<file path="src/hw/rtl/gb3_pkg.sv">
`timescale 1ns / 1ps
// Shared types and constants for the 3x3 Gaussian blur unit.
package gb3_pkg;

  localparam int unsigned MaxWidth    = 1024;
  localparam int unsigned MaxHeight   = 1024;
  localparam int unsigned NumChannels = 3;
  localparam int unsigned LaneCount   = 3;
  localparam int unsigned PixW        = 8;
  localparam int unsigned AddrW       = $clog2(MaxWidth);
  localparam int unsigned SizeW       = 11;
  localparam int unsigned WeightW     = 12;
  localparam int unsigned FracW       = 12;
  localparam int unsigned CoordW      = 10;
  localparam int unsigned CfgIdxW     = 3;
  localparam int unsigned NumCells    = 2;
  localparam int unsigned OfifoDepth  = 8;
  localparam int unsigned OfifoPtrW   = $clog2(OfifoDepth);
  localparam int unsigned OfifoCntW   = $clog2(OfifoDepth + 1);

  // Reset values: normalized sigma 1.3 kernel in Q0.12
  localparam logic [SizeW-1:0]   ResetWidth  = SizeW'(640);
  localparam logic [SizeW-1:0]   ResetHeight = SizeW'(480);
  localparam logic [WeightW-1:0] ResetCenter = WeightW'(662);
  localparam logic [WeightW-1:0] ResetSide   = WeightW'(492);
  localparam logic [WeightW-1:0] ResetCorner = WeightW'(366);

  typedef enum logic [CfgIdxW-1:0] {
    CfgImageWidth,
    CfgImageHeight,
    CfgWeightCenter,
    CfgWeightSide,
    CfgWeightCorner
  } gb3_cfg_e;

  typedef enum logic {
    CmdPixel,
    CmdPad
  } gb3_cmd_e;

  typedef logic [LaneCount-1:0][PixW-1:0] gb3_pix_t;
  typedef logic [8:0][PixW-1:0] gb3_tap9_t;

  typedef struct packed {
    gb3_pix_t top;
    gb3_pix_t mid;
    gb3_pix_t bot;
  } gb3_col_t;

  typedef struct packed {
    gb3_pix_t upper;
    gb3_pix_t middle;
  } gb3_line_t;

  typedef struct packed {
    logic shift;
    logic clear;
  } gb3_cell_ctl_t;

  typedef struct packed {
    logic load_sums;
    logic load_prods;
  } gb3_chan_ctl_t;

  typedef struct packed {
    logic [WeightW-1:0] center;
    logic [WeightW-1:0] side;
    logic [WeightW-1:0] corner;
  } gb3_weights_t;

  typedef struct packed {
    gb3_cmd_e          command;
    logic [PixW-1:0]   in_red;
    logic [PixW-1:0]   in_green;
    logic [PixW-1:0]   in_blue;
  } gb3_in_t;

  typedef struct packed {
    logic [PixW-1:0]   out_red;
    logic [PixW-1:0]   out_green;
    logic [PixW-1:0]   out_blue;
    logic [CoordW-1:0] out_column;
    logic [CoordW-1:0] out_row;
    logic              frame_done;
  } gb3_out_t;

endpackage

</file>
<file path="src/hw/rtl/gb3_ofifo.sv">
`timescale 1ns / 1ps
// Output queue for finished result items.
module gb3_ofifo import gb3_pkg::*; (
  input  logic     clk_i,
  input  logic     rst_ni,
  input  logic     push_i,
  input  gb3_out_t push_data_i,
  output logic     out_valid_o,
  input  logic     out_ready_i,
  output gb3_out_t out_data_o
);

  gb3_out_t             mem_q [OfifoDepth];
  logic [OfifoPtrW-1:0] wr_ptr_q, wr_ptr_d, rd_ptr_q, rd_ptr_d;
  logic [OfifoCntW-1:0] count_q, count_d;
  logic                 pop;

  assign out_valid_o = (count_q != '0);
  assign pop         = out_valid_o && out_ready_i;
  assign out_data_o  = mem_q[rd_ptr_q];

  always_comb begin
    wr_ptr_d = wr_ptr_q;
    rd_ptr_d = rd_ptr_q;
    if (push_i) begin
      wr_ptr_d = (wr_ptr_q == OfifoPtrW'(OfifoDepth - 1)) ? '0 : wr_ptr_q + OfifoPtrW'(1);
    end
    if (pop) begin
      rd_ptr_d = (rd_ptr_q == OfifoPtrW'(OfifoDepth - 1)) ? '0 : rd_ptr_q + OfifoPtrW'(1);
    end
    count_d = count_q + OfifoCntW'(push_i) - OfifoCntW'(pop);
  end

  always_ff @(posedge clk_i) begin
    if (push_i) begin
      mem_q[wr_ptr_q] <= push_data_i;
    end
  end

  always_ff @(posedge clk_i or negedge rst_ni) begin
    if (!rst_ni) begin
      wr_ptr_q <= '0;
      rd_ptr_q <= '0;
      count_q  <= '0;
    end else begin
      wr_ptr_q <= wr_ptr_d;
      rd_ptr_q <= rd_ptr_d;
      count_q  <= count_d;
    end
  end

endmodule

</file>
<file path="config.mk">
export PLATFORM = sky130hd
export DESIGN_NAME = gb3_ofifo
export DESIGN_NICKNAME = d
export VERILOG_FILES = /design/src/hw/rtl/gb3_pkg.sv /design/src/hw/rtl/gb3_ofifo.sv
export SDC_FILE = /design/constraint.sdc
export NUM_CORES = 1
export LEC_CHECK = 0
export BUFFER_PORTS_ARGS = -buffer_cell sky130_fd_sc_hd__buf_2
export CORE_MARGIN = 10
export CORE_UTILIZATION = 60
export DETAILED_ROUTE_END_ITERATION = 12
export GPL_TIMING_DRIVEN = 0
export PLACE_DENSITY = 0.79
export SYNTH_ARGS = -nofsm -noshare
export SYNTH_HDL_FRONTEND = slang
export SYNTH_SLANG_ARGS = --single-unit
export TNS_END_PERCENT = 20
</file>
<file path="constraint.sdc">
create_clock -name clk_i -period 4.7 [get_ports clk_i]
set_input_delay 0.94 -clock clk_i [delete_from_list [all_inputs] [get_ports clk_i]]
set_output_delay 0.94 -clock clk_i [all_outputs]
set_load 0.02 [all_outputs]
</file>
# --- Word level (Yosys, flattened, before mapping) ---
# Memory sizes are Yosys's and may differ from the RTL's.
# Cells that the tools add are included.
op_classes:
  n_addsub: 4
  eq_ne: 2
  mux: 4
  n_reduce_logical: 2
ops:
  columns: ["operator", "n"]
  rows:
  - ["3-bit by 1-bit adder with 3-bit output, second input constant", 2]
  - ["3-bit equality test, second input constant", 2]
  - ["3-bit 2-to-1 mux", 2]
  - ["4-bit by 1-bit adder with 4-bit output", 1]
  - ["4-bit nonzero test", 1]
  - ["4-bit by 1-bit subtractor with 4-bit output", 1]
  - ["1-bit 2-to-1 mux", 2]
  - ["1-bit logical AND", 1]
word_totals:
  register_bits: 10
  mem_bits_rw: 360
  inputBits: 49
  output_inout_bits: 46
  elab_cells: 16
  mem_count: 1
memory_table:
  columns: ["memory", "words", "width", "read_ports", "rd_clocked_by_memory_dff", "wr", "line_no", "source"]
  rows:
  - ["mem_q", 8, 45, 1, 0, 1, "gb3_ofifo.sv:13", "gb3_out_t mem_q [OfifoDepth];"]

# --- Longest topological paths before layout ---
# Gate-level depths: netlist of the first run.
depth:
  word_depth: 3
  depth_mapped: 11
  ltp_nobuf: 11

# --- Worst setup path before layout of the first run ---
# Ideal clock, no wire load.
synth_timing:
  path_kind: "input to register"
  start: "input port push_i"
  end: "memory mem_q[0][0] in the netlist's numbering, enable pin"
  setup_ps: 503
  t_arrival_ps: 4112
  required_time_ps: 4197
  slack_ps: 85
  cell_stages: 2
  path_buffers: 0
  path_cell_list: "nand2b_1 > nor3_1"
synth_via:
  elab_chain_cells: 2
synth_rtl:
  columns: ["item", "line_no", "source"]
  rows:
  - ["start, declared", "gb3_ofifo.sv:6", "input logic push_i,"]
  - ["1-bit 2-to-1 mux", "gb3_ofifo.sv:35", "if (push_i) begin"]
  - ["1-bit 2-to-1 mux (implied by the code)", "gb3_ofifo.sv:36", "mem_q[wr_ptr_q] <= push_data_i;"]
  - ["end, declared", "gb3_ofifo.sv:13", null]
# Every way passes these cells.

==> results of run 1 <==
## cells in the final DEF, fill, tap and decap left out, drive strengths merged
master,count
clkinv,12
a21oi,1
nor2b,1
bufinv,1
nand3b,1
diode,2
mux4,90
clkbuf,57
mux2,50
a21o,1
edfxtp,360
inv,10
o21ai,1
buf,132
nand2,4
nor2,8
dfrtp,10
or3b,1
nor3,2
xor2,2
nand2b,2
ha,9
fa,1
## cells by family after synthesis
logic type               Yosys count  share of synthesized area
adder cells (fa/ha/maj)           10                    0.00941
multiplexers                     140                      0.184
XOR/XNOR                           2                    0.00124
AO/OA/AOI/OAI                      3                    0.00124
buffers and inverters             33                     0.0135
flip-flops                       370                      0.785
AND/OR/NAND/NOR                   19                    0.00639
## state kept, by name (all words and copies together) (netlist names)
register	flops
wr_ptr_q	3
count_q	4
mem_q	360
rd_ptr_q	3
## cell usage after synthesis
| master | instances | area, um2 |
|---|---|---|
| or3b_2 | 1 | 8.76 |
| buf_6 | 8 | 90.1 |
| buf_4 | 1 | 7.51 |
| mux2_2 | 50 | 563 |
| nor2_1 | 8 | 30.0 |
| buf_1 | 8 | 30.0 |
| ha_1 | 9 | 113 |
| nor2b_1 | 1 | 6.26 |
| o21ai_0 | 1 | 5.00 |
| nand3b_1 | 1 | 7.51 |
| edfxtp_1 | 360 | 10800 |
| nand2b_1 | 2 | 12.5 |
| nand2_1 | 4 | 15.0 |
| fa_1 | 1 | 20.0 |
| a21o_1 | 1 | 7.51 |
| buf_2 | 2 | 10.0 |
| nor3_1 | 2 | 10.0 |
| mux4_2 | 90 | 2030 |
| inv_1 | 8 | 30.0 |
| a21oi_1 | 1 | 5.00 |
| xor2_1 | 2 | 17.5 |
| dfrtp_1 | 10 | 250 |
| clkbuf_1 | 6 | 22.5 |
## metal layers
metal,vias up,global-route usage,part of all wire
met3,57,0.0423,0.061
li1,2759,-,-
met1,3401,0.242,0.40
met4,6,0.0535,0.022
met2,219,0.315,0.52
met5,-,0,0.0015
## path summary, 6_finish.rpt
path | to | slack [ps] | from
min | wr_ptr_q[2] | 260 | rst_ni
max | out_data_o[6] | 1050 | rd_ptr_q[2]
max reg2reg | count_q[2] | 2210 | count_q[2]
min in group clk_i | wr_ptr_q[2] | 570 | wr_ptr_q[2]
min reg2reg | wr_ptr_q[2] | 570 | wr_ptr_q[2]
max in group asynchronous | rd_ptr_q[2] | 4240 | rst_ni
## power groups by stage
stage               registers [mW]  logic, mW  clock network [mW]
floorplan                     4.31       2.45                   0
global placement              4.36       3.38                   0
detailed placement            4.33       3.62                   0
CTS                           4.26       3.64                2.71
global route                  4.30       3.82                2.84
finish                        4.26       3.56                2.67
## final cells by class
cell class              instances  area share
repair buffers                113      0.0466
plain buffers                  25     0.00976
diodes                          2    0.000305
clock inverters                15     0.00618
inverters                       8     0.00183
multi-input cells             174       0.177
well taps                     319      0.0243
flip-flops and latches        370       0.674
clock buffers                  51      0.0597
==> results_tabular.tex, run 1 <==
\begin{tabular}{lr}
\hline
Metric & Value \\
\hline
\multicolumn{2}{l}{\textbf{Outcome}} \\
Status & complete, no violations \\
\multicolumn{2}{l}{\textbf{Worst setup path}} \\
Depth of the critical timing path with buffers and inverters included & 5 \\
Cell with the largest stage delay on the worst path & buf\_1 \\
Critical path type & flip-flop to primary output \\
Slowest cell delay on critical path & 680 ps \\
Kind of end point of the critical path & primary output \\
Worst endpoint data arrival time & 2710 ps \\
Crit path launch type & flip-flop \\
Number of cells traversed by the worst register-to-register path & 10 \\
Largest fanout on the critical path & 10 \\
CP Data Required Time & 3760 ps \\
Cell seen most often among critical-path stages & buf\_2 \\
Critical Path, Cell by Cell & buf\_2 -> buf\_1 -> mux4\_2 -> mux2\_2 -> buf\_2 \\
Crit path max-delay family & buffers and inverters \\
Number of buffers and inverters on the critical path & 3 \\
\multicolumn{2}{l}{\textbf{Min path}} \\
Hold WC Path Type & primary input to asynchronous set/reset pin \\
\multicolumn{2}{l}{\textbf{Clocking}} \\
H-tree lvl count & 2 \\
Total clock buffers created by CTS & 36 \\
Setup Fix Bufs, Post-CTS & 0 \\
Latest clock arrival within the worst-skew pair & 530 ps \\
Number of buffers inserted by hold repair at cts & 0 \\
Cell at the root of the clock tree & clkbuf\_16 \\
Clock tree buffer depth & 3 \\
TritonCTS clock tree & done \\
Post-CTS clock slew at the launch and capture registers of the worst setup and hold paths & 60 ps \\
Resize count post-CTS & 0 \\
CTS Sinks & 370 \\
\multicolumn{2}{l}{\textbf{Global route}} \\
Number of antenna violations at the first check in global routing & 4 \\
Final global-route overflow total & 0 \\
Vias in the first global route & 6985 \\
Global routing usage summed across all routing layers & 0.187 \\
Wire length of the first global-routing pass & 42700 um \\
Pin count of the biggest net entering global routing & 26 \\
\multicolumn{2}{l}{\textbf{Placement}} \\
IO buf count & 94 \\
Post-place instance area & 0.0153 mm2 \\
Half-perimeter wire length after placement & 17100 um \\
GPL Wtd Cong & 0.690 \\
Number of placed instances, taps included & 1009 \\
Pre-CTS setup slack & 1610 ps \\
\multicolumn{2}{l}{\textbf{Final layout}} \\
Final core utilization & 0.705 \\
Final net count & 787 \\
Area used by sequential logic in the layout & 0.0111 mm2 \\
Number of standard cells in the final layout excluding fillers & 1077 \\
Fraction of final layout cells sized beyond drive strength 1 & 0.423 \\
Filler Cell Count & 1419 \\
Combined area of the multi-input logic cells & 0.00290 mm2 \\
Area overhead of the layout relative to synthesis & 16.3\% \\
Design Area, Final & 0.0164 mm2 \\
\multicolumn{2}{l}{\textbf{STA}} \\
Final setup violating endpoints & 0 \\
Slew Viols, Final & 0 \\
Unrepaired setup endpoints after global routing & false \\
Crit path time final & 3650 ps \\
Hold Violations, Final & 0 \\
Maximum achievable frequency & 274 MHz \\
Crit share post-route & 0.777 \\
Slew at the pin closest to its max-slew limit & 988 ps \\
Max Clock Skew & 7.30 ps \\
Final total negative setup slack & 0 ps \\
Final worst slack & 1050 ps \\
Headroom to the max-slew limit & 0.340 \\
Worst hold slack after final layout & 263 ps \\
\multicolumn{2}{l}{\textbf{Yosys}} \\
Yosys warns & 0 \\
Synth Area per Inst & 24.4 um2 \\
Number of distinct library cell variants in the gate-level netlist after synthesis & 23 \\
Register bit count reported by yosys & 370 \\
Netlist area before placement & 0.0141 mm2 \\
Seq/Total Area, Yosys & 0.785 \\
Gate count of the mapped netlist & 577 \\
Post-synthesis net count & 636 \\
\multicolumn{2}{l}{\textbf{Floorplan}} \\
Count of boundary I/O pins & 95 \\
Number of placement rows & 56 \\
Initial cell density of the core & 0.606 \\
Die footprint & 0.0300 mm2 \\
Core outline area & 0.0233 mm2 \\
Horizontal die dimension & 173 um \\
Die outline height & 173 um \\
\multicolumn{2}{l}{\textbf{Routing}} \\
Number of vias per cell & 5.98 \\
Antenna-violating nets left & 0 \\
Detail-routed net length per standard cell & 25.9 um \\
Iteration-0 DRC Markers & 555 \\
Number of iterations in the first detailed-routing pass & 5 \\
Total vias in the final route & 6442 \\
Routed Wire Length & 27900 um \\
DR DRC count & 0 \\
\multicolumn{2}{l}{\textbf{Power}} \\
Switching power total & 3.23 mW \\
Share of total power consumed by net switching & 0.308 \\
Max IR drop VDD & 0.420 mV \\
Cell-internal power & 7.25 mW \\
Relative contribution of the clock network to total power & 0.254 \\
Power per unit of standard cell area & 639 mW/mm2 \\
Total design power & 10.5 mW \\
Portion of total power attributed to sequential cells & 0.406 \\
Static leakage & 5.44 nW \\
Combinational fraction of design power & 0.339 \\
\multicolumn{2}{l}{\textbf{Flow run}} \\
Max-cap violations & 0 \\
\hline
\end{tabular}
Note: power is estimated with default switching activity, not from simulation.
==> run 2, diff against run 1 <==
Clock period 4.7 ns to 3.7 ns, I/O delays scaled along.
==> results_tabular.tex, run 2 (synthesized netlist as in run 1, its figures left out) <==
\begin{tabular}{lr}
\hline
Metric & Value \\
\hline
\multicolumn{2}{l}{\textbf{Outcome}} \\
Status & complete, no violations \\
\multicolumn{2}{l}{\textbf{Clocking}} \\
TritonCTS clock tree & done \\
Setup Fix Bufs, Post-CTS & 0 (unchanged) \\
Clock tree buffer depth & 3 (unchanged) \\
Total clock buffers created by CTS & 36 (unchanged) \\
CTS Sinks & 370 (unchanged) \\
Post-CTS clock slew at the launch and capture registers of the worst setup and hold paths & 60 ps (about the same) \\
Number of buffers inserted by hold repair at cts & 0 (unchanged) \\
H-tree lvl count & 2 (unchanged) \\
Cell at the root of the clock tree & clkbuf\_16 \\
Latest clock arrival within the worst-skew pair & 520 ps (about the same) \\
Resize count post-CTS & 0 (unchanged) \\
\multicolumn{2}{l}{\textbf{Routing}} \\
Number of iterations in the first detailed-routing pass & 4 (-1) \\
Detail-routed net length per standard cell & 26.4 um (+2.2\%) \\
Routed Wire Length & 28400 um (+1.8\%) \\
DR DRC count & 0 (unchanged) \\
Antenna-violating nets left & 0 (unchanged) \\
Iteration-0 DRC Markers & 660 (+19\%) \\
Number of vias per cell & 6.01 (+0.54\%) \\
Total vias in the final route & 6453 (+0.17\%) \\
\multicolumn{2}{l}{\textbf{Power}} \\
Max IR drop VDD & 0.591 mV (+41\%) \\
Static leakage & 5.52 nW (+1.4\%) \\
Power per unit of standard cell area & 828 mW/mm2 (+29\%) \\
\multicolumn{2}{l}{\textbf{Worst setup path}} \\
Number of buffers and inverters on the critical path & 3 (unchanged) \\
Crit path max-delay family & buffers and inverters \\
Crit path launch type & flip-flop \\
Largest fanout on the critical path & 10 (unchanged) \\
Cell with the largest stage delay on the worst path & clkbuf\_1 \\
Critical path type & flip-flop to primary output \\
Cell seen most often among critical-path stages & clkbuf\_1 \\
Critical Path, Cell by Cell & clkbuf\_1 -> clkbuf\_1 -> mux2\_2 -> buf\_2 \\
Slowest cell delay on critical path & 670 ps (about the same) \\
Kind of end point of the critical path & primary output \\
CP Data Required Time & 2960 ps (-800 ps) \\
Worst endpoint data arrival time & 2760 ps (+50 ps) \\
\multicolumn{2}{l}{\textbf{Global route}} \\
Number of antenna violations at the first check in global routing & 4 (unchanged) \\
Final global-route overflow total & 0 (unchanged) \\
Wire length of the first global-routing pass & 42900 um (+0.58\%) \\
Vias in the first global route & 6980 (-0.072\%) \\
Pin count of the biggest net entering global routing & 26 (unchanged) \\
Global routing usage summed across all routing layers & 0.190 (+0.00221) \\
\multicolumn{2}{l}{\textbf{Final layout}} \\
Number of flip-flops in the largest register & 360 (unchanged) \\
Most frequent standard cell in the layout excluding fill and tap cells & edfxtp\_1 \\
Register ranked first by flip-flop count & mem\_q \\
Final core utilization & 0.712 (+0.00715) \\
Biggest registers after layout & mem\_q (360), count\_q (4) \\
Leading cell types in the layout, fill and taps excluded & edfxtp\_1 (360), buf\_2 (96), mux4\_2 (90) \\
Area overhead of the layout relative to synthesis & 17.5\% \\
Fraction of final layout cells sized beyond drive strength 1 & 0.431 (+0.00757) \\
Final net count & 785 (-0.25\%) \\
\multicolumn{2}{l}{\textbf{STA}} \\
Unrepaired setup endpoints after global routing & false \\
Crit share post-route & 0.947 \\
Hold Violations, Final & 0 (unchanged) \\
Max Clock Skew & 15.7 ps (+8.39 ps) \\
Final setup violating endpoints & 0 (unchanged) \\
Crit path time final & 3500 ps \\
Headroom to the max-slew limit & 0.352 (+0.0129) \\
Final worst slack & 196 ps (-854 ps) \\
Maximum achievable frequency & 285 MHz \\
Worst hold slack after final layout & 104 ps (-158 ps) \\
Slew at the pin closest to its max-slew limit & 969 ps (-19.2 ps) \\
Slew Viols, Final & 0 (unchanged) \\
\multicolumn{2}{l}{\textbf{Floorplan}} \\
Horizontal die dimension & 173 um (unchanged) \\
Die outline height & 173 um (unchanged) \\
Die footprint & 0.0300 mm2 (unchanged) \\
Count of boundary I/O pins & 95 (unchanged) \\
Core outline area & 0.0233 mm2 (unchanged) \\
Number of placement rows & 56 (unchanged) \\
Initial cell density of the core & 0.606 (unchanged) \\
\multicolumn{2}{l}{\textbf{Placement}} \\
IO buf count & 94 (unchanged) \\
Pre-CTS setup slack & 670 ps (-939 ps) \\
GPL Wtd Cong & 0.701 (+1.6\%) \\
Half-perimeter wire length after placement & 17800 um (+3.8\%) \\
\multicolumn{2}{l}{\textbf{Min path}} \\
Hold WC Path Type & primary input to asynchronous set/reset pin \\
\multicolumn{2}{l}{\textbf{Flow run}} \\
Max-cap violations & 0 (unchanged) \\
\hline
\end{tabular}
[run 2: changes by cell type in the layout (fill, tap and decap cells not counted)]
cell and change:
buf_4 +1, buf_8 -1, bufinv_16 +5, buf_6 -6, nor3_2 -1, buf_16 +4
nor3_4 +1, clkinv_1 -1, clkinv_2 +1, clkbuf_1 -7
[run 2: per-stage QoR]
step | area [um2] | power [mW] | cells | setup TNS [ps]
3_3_place_gp | 15000 | 9.85 | 990 | -669270
4_1_cts | 16600 | 13.9 | 1071 | 0
6_report | 16600 | 13.7 | 1073 | 0
3_5_place_dp | 15400 | 10.1 | 1007 | 0
5_1_grt | 16600 | 14.3 | 1071 | 0
2_1_floorplan | 14100 | 8.58 | 577 | -31960
[run 2: path summary, 6_finish.rpt]
check	cells after the start	slack [ps]	startpoint	to
max	4	200	rd_ptr_q[1]	out_data_o[29]
min in group clk_i	1	490	push_data_i[28]	mem_q[5][28]
max in group asynchronous	1	3380	rst_ni	count_q[1]
max reg2reg	10	1120	count_q[2]	count_q[2]
min reg2reg	1	580	wr_ptr_q[2]	wr_ptr_q[2]
min	1	100	rst_ni	rd_ptr_q[1]
[run 2: power breakdown]
| part | internal, mW | switching, mW |
|---|---|---|
| combinational | 2.06 | 2.51 |
| sequential | 5.25 | 0.170 |
| clock | 2.25 | 1.46 |
[run 2: routing by layer]
layer,track usage,up-vias,wire (um)
met5,0,-,34
met4,0.0532,4,617
met2,0.316,228,14600
li1,-,2756,-
met1,0.246,3417,11500
met3,0.0455,48,1670
[run 2: area by class of cell]
type	instances	area, um2
Tap cell	319	399
Sequential cell	370	11100
Multi-Input combinational cell	174	2910
Clock inverter	20	253
Inverter	8	30.0
Clock buffer	44	952
Buffer	25	160
Timing Repair Buffer	111	800
Fill cell	1388	6690
Antenna cell	2	5.00
==> run 3, diff against run 2 <==
Settings changed: CTS_BUF_LIST from default to sky130_fd_sc_hd__clkbuf_16.
==> results_tabular.tex, run 3 (synthesized netlist as in run 1, its figures left out) <==
\begin{tabular}{lr}
\hline
Metric & Value \\
\hline
\multicolumn{2}{l}{\textbf{Outcome}} \\
Status & complete, no violations \\
\multicolumn{2}{l}{\textbf{Placement}} \\
Post-place instance area & 0.0154 mm2 (unchanged) \\
GPL Wtd Cong & 0.701 (unchanged) \\
Number of placed instances, taps included & 1007 (unchanged) \\
IO buf count & 94 (unchanged) \\
Half-perimeter wire length after placement & 17800 um (unchanged) \\
\multicolumn{2}{l}{\textbf{Clocking}} \\
TritonCTS clock tree & done \\
Setup Fix Bufs, Post-CTS & 0 (unchanged) \\
H-tree lvl count & 2 (unchanged) \\
CTS Sinks & 370 (unchanged) \\
Latest clock arrival within the worst-skew pair & 510 ps (about the same) \\
Resize count post-CTS & 0 (unchanged) \\
Post-CTS clock slew at the launch and capture registers of the worst setup and hold paths & 60 ps (about the same) \\
Total clock buffers created by CTS & 36 (unchanged) \\
Clock tree buffer depth & 3 (unchanged) \\
Number of buffers inserted by hold repair at cts & 0 (unchanged) \\
Cell at the root of the clock tree & clkbuf\_16 \\
\multicolumn{2}{l}{\textbf{Global route}} \\
Wire length of the first global-routing pass & 42900 um (unchanged) \\
Global routing usage summed across all routing layers & 0.190 (unchanged) \\
Final global-route overflow total & 0 (unchanged) \\
Pin count of the biggest net entering global routing & 26 (unchanged) \\
Vias in the first global route & 6980 (unchanged) \\
Number of antenna violations at the first check in global routing & 4 (unchanged) \\
\multicolumn{2}{l}{\textbf{Floorplan}} \\
Core outline area & 0.0233 mm2 (unchanged) \\
Count of boundary I/O pins & 95 (unchanged) \\
Die outline height & 173 um (unchanged) \\
Initial cell density of the core & 0.606 (unchanged) \\
Number of placement rows & 56 (unchanged) \\
Die footprint & 0.0300 mm2 (unchanged) \\
Horizontal die dimension & 173 um (unchanged) \\
\multicolumn{2}{l}{\textbf{Final layout}} \\
Number of flip-flops in the largest register & 360 (unchanged) \\
Design Area, Final & 0.0166 mm2 (unchanged) \\
Final net count & 785 (unchanged) \\
Biggest registers after layout & mem\_q (360), count\_q (4) \\
Fraction of final layout cells sized beyond drive strength 1 & 0.431 (unchanged) \\
Area overhead of the layout relative to synthesis & 17.5\% (unchanged) \\
Number of standard cells in the final layout excluding fillers & 1073 (unchanged) \\
Register ranked first by flip-flop count & mem\_q \\
Leading cell types in the layout, fill and taps excluded & edfxtp\_1 (360), buf\_2 (96), mux4\_2 (90) \\
Most frequent standard cell in the layout excluding fill and tap cells & edfxtp\_1 \\
\multicolumn{2}{l}{\textbf{Worst setup path}} \\
Worst endpoint data arrival time & 2780 ps (+20 ps) \\
Number of cells traversed by the worst register-to-register path & 10 (unchanged) \\
Endpoint of the lowest-slack register-to-register path & count\_q[2] \\
RR Startpoint & count\_q[2] \\
Termination of the worst setup path & out\_data\_o[41] \\
CP Data Required Time & 2960 ps (about the same) \\
Cell with the largest stage delay on the worst path & clkbuf\_1 \\
Slowest cell delay on critical path & 680 ps (about the same) \\
Register-to-register setup slack & 1130 ps (about the same) \\
Start point of the critical path & rd\_ptr\_q[1] \\
Critical path type & flip-flop to primary output \\
Critical Path, Cell by Cell & clkbuf\_1 -> buf\_1 -> mux2\_2 -> buf\_2 \\
Kind of end point of the critical path & primary output \\
Largest fanout on the critical path & 10 (unchanged) \\
Crit path launch type & flip-flop \\
\multicolumn{2}{l}{\textbf{Routing}} \\
Detail-routed net length per standard cell & 26.4 um (about the same) \\
Antenna-violating nets left & 0 (unchanged) \\
Number of vias per cell & 6.06 (+0.74\%) \\
Iteration-0 DRC Markers & 678 (+2.7\%) \\
Routed Wire Length & 28400 um (about the same) \\
Total vias in the final route & 6501 (+0.74\%) \\
DR DRC count & 0 (unchanged) \\
Number of iterations in the first detailed-routing pass & 5 (+1) \\
\multicolumn{2}{l}{\textbf{Power}} \\
Power per unit of standard cell area & 826 mW/mm2 (-0.14\%) \\
Static leakage & 5.55 nW (+0.53\%) \\
Total design power & 13.7 mW (-0.14\%) \\
Max IR drop VDD & 0.589 mV (-0.28\%) \\
\multicolumn{2}{l}{\textbf{STA}} \\
Headroom to the max-slew limit & 0.337 (-0.0150) \\
Unrepaired setup endpoints after global routing & false \\
Hold Violations, Final & 0 (unchanged) \\
Slew Viols, Final & 0 (unchanged) \\
Worst hold slack after final layout & 103 ps (-1.89 ps) \\
Final setup violating endpoints & 0 (unchanged) \\
Maximum achievable frequency & 284 MHz (-0.43\%) \\
Crit share post-route & 0.951 (+0.00407) \\
Max Clock Skew & 15.5 ps (-0.219 ps) \\
Crit path time final & 3520 ps (+15.1 ps) \\
Slew at the pin closest to its max-slew limit & 992 ps (+22.5 ps) \\
\multicolumn{2}{l}{\textbf{Min path}} \\
Hold WC Path Type & primary input to asynchronous set/reset pin \\
\multicolumn{2}{l}{\textbf{Flow run}} \\
Max-cap violations & 0 (unchanged) \\
\hline
\end{tabular}
run 3: cell types whose count changed in the layout (fill, tap and decap cells not counted):
| cell | before | now |
|---|---|---|
| clkbuf_1 | 13 | 6 |
| inv_1 | 8 | 15 |
run 3: worst min-delay path by stage:
stage | start | endpoint | depth (start not counted)
6_report | rst_ni | rd_ptr_q[1] | 1
2_1_floorplan | rst_ni | count_q[0] | 0
3_3_place_gp | wr_ptr_q[2] | wr_ptr_q[2] | 1
5_1_grt | rst_ni | rd_ptr_q[1] | 1
3_5_place_dp | wr_ptr_q[2] | wr_ptr_q[2] | 1
4_1_cts | rst_ni | rd_ptr_q[1] | 1
run 3: metrics by stage:
stage	utilization	setup TNS, ps	worst slack [ps]
5_1_grt	0.712	0	71.8
3_3_place_gp	0.644	-669270	-3890
4_1_cts	0.712	0	118
6_report	0.712	0	181
2_1_floorplan	-	-31960	-710
3_5_place_dp	0.660	0	670
run 3: cell type report:
cell class / count / area, um2
multi-input combinational: 174 / 2910
antenna: 2 / 5.00
fill: 1388 / 6690
clock inverter: 27 / 279
buffer: 25 / 160
clock buffer: 37 / 926
inverter: 8 / 30.0
tap: 319 / 399
timing repair buffer: 111 / 800
sequential: 370 / 11100
run 3: where the power goes:
part	switching (mW)	leakage (nW)	total, mW	internal [mW]
Sequential	0.170	3.39	5.43	5.25
Combinational	2.50	1.53	4.56	2.06
Clock	1.47	0.625	3.70	2.24
Total	4.14	5.55	13.7	9.55
run 3: layer usage:
| metal | wire length (um) | up-vias | track usage |
|---|---|---|---|
| met4 | 596 | 4 | 0.0532 |
| met3 | 1750 | 48 | 0.0455 |
| met5 | 34 | - | 0 |
| li1 | - | 2752 | - |
| met1 | 11200 | 3440 | 0.246 |
| met2 | 14700 | 257 | 0.316 |
run 3: worst max-delay path, delay by kind of cell, from the launching register on:
kind | cells | cell delay [ps]
DFF | 1 | 350
buffers and inverters | 3 | 1480
muxes | 1 | 440
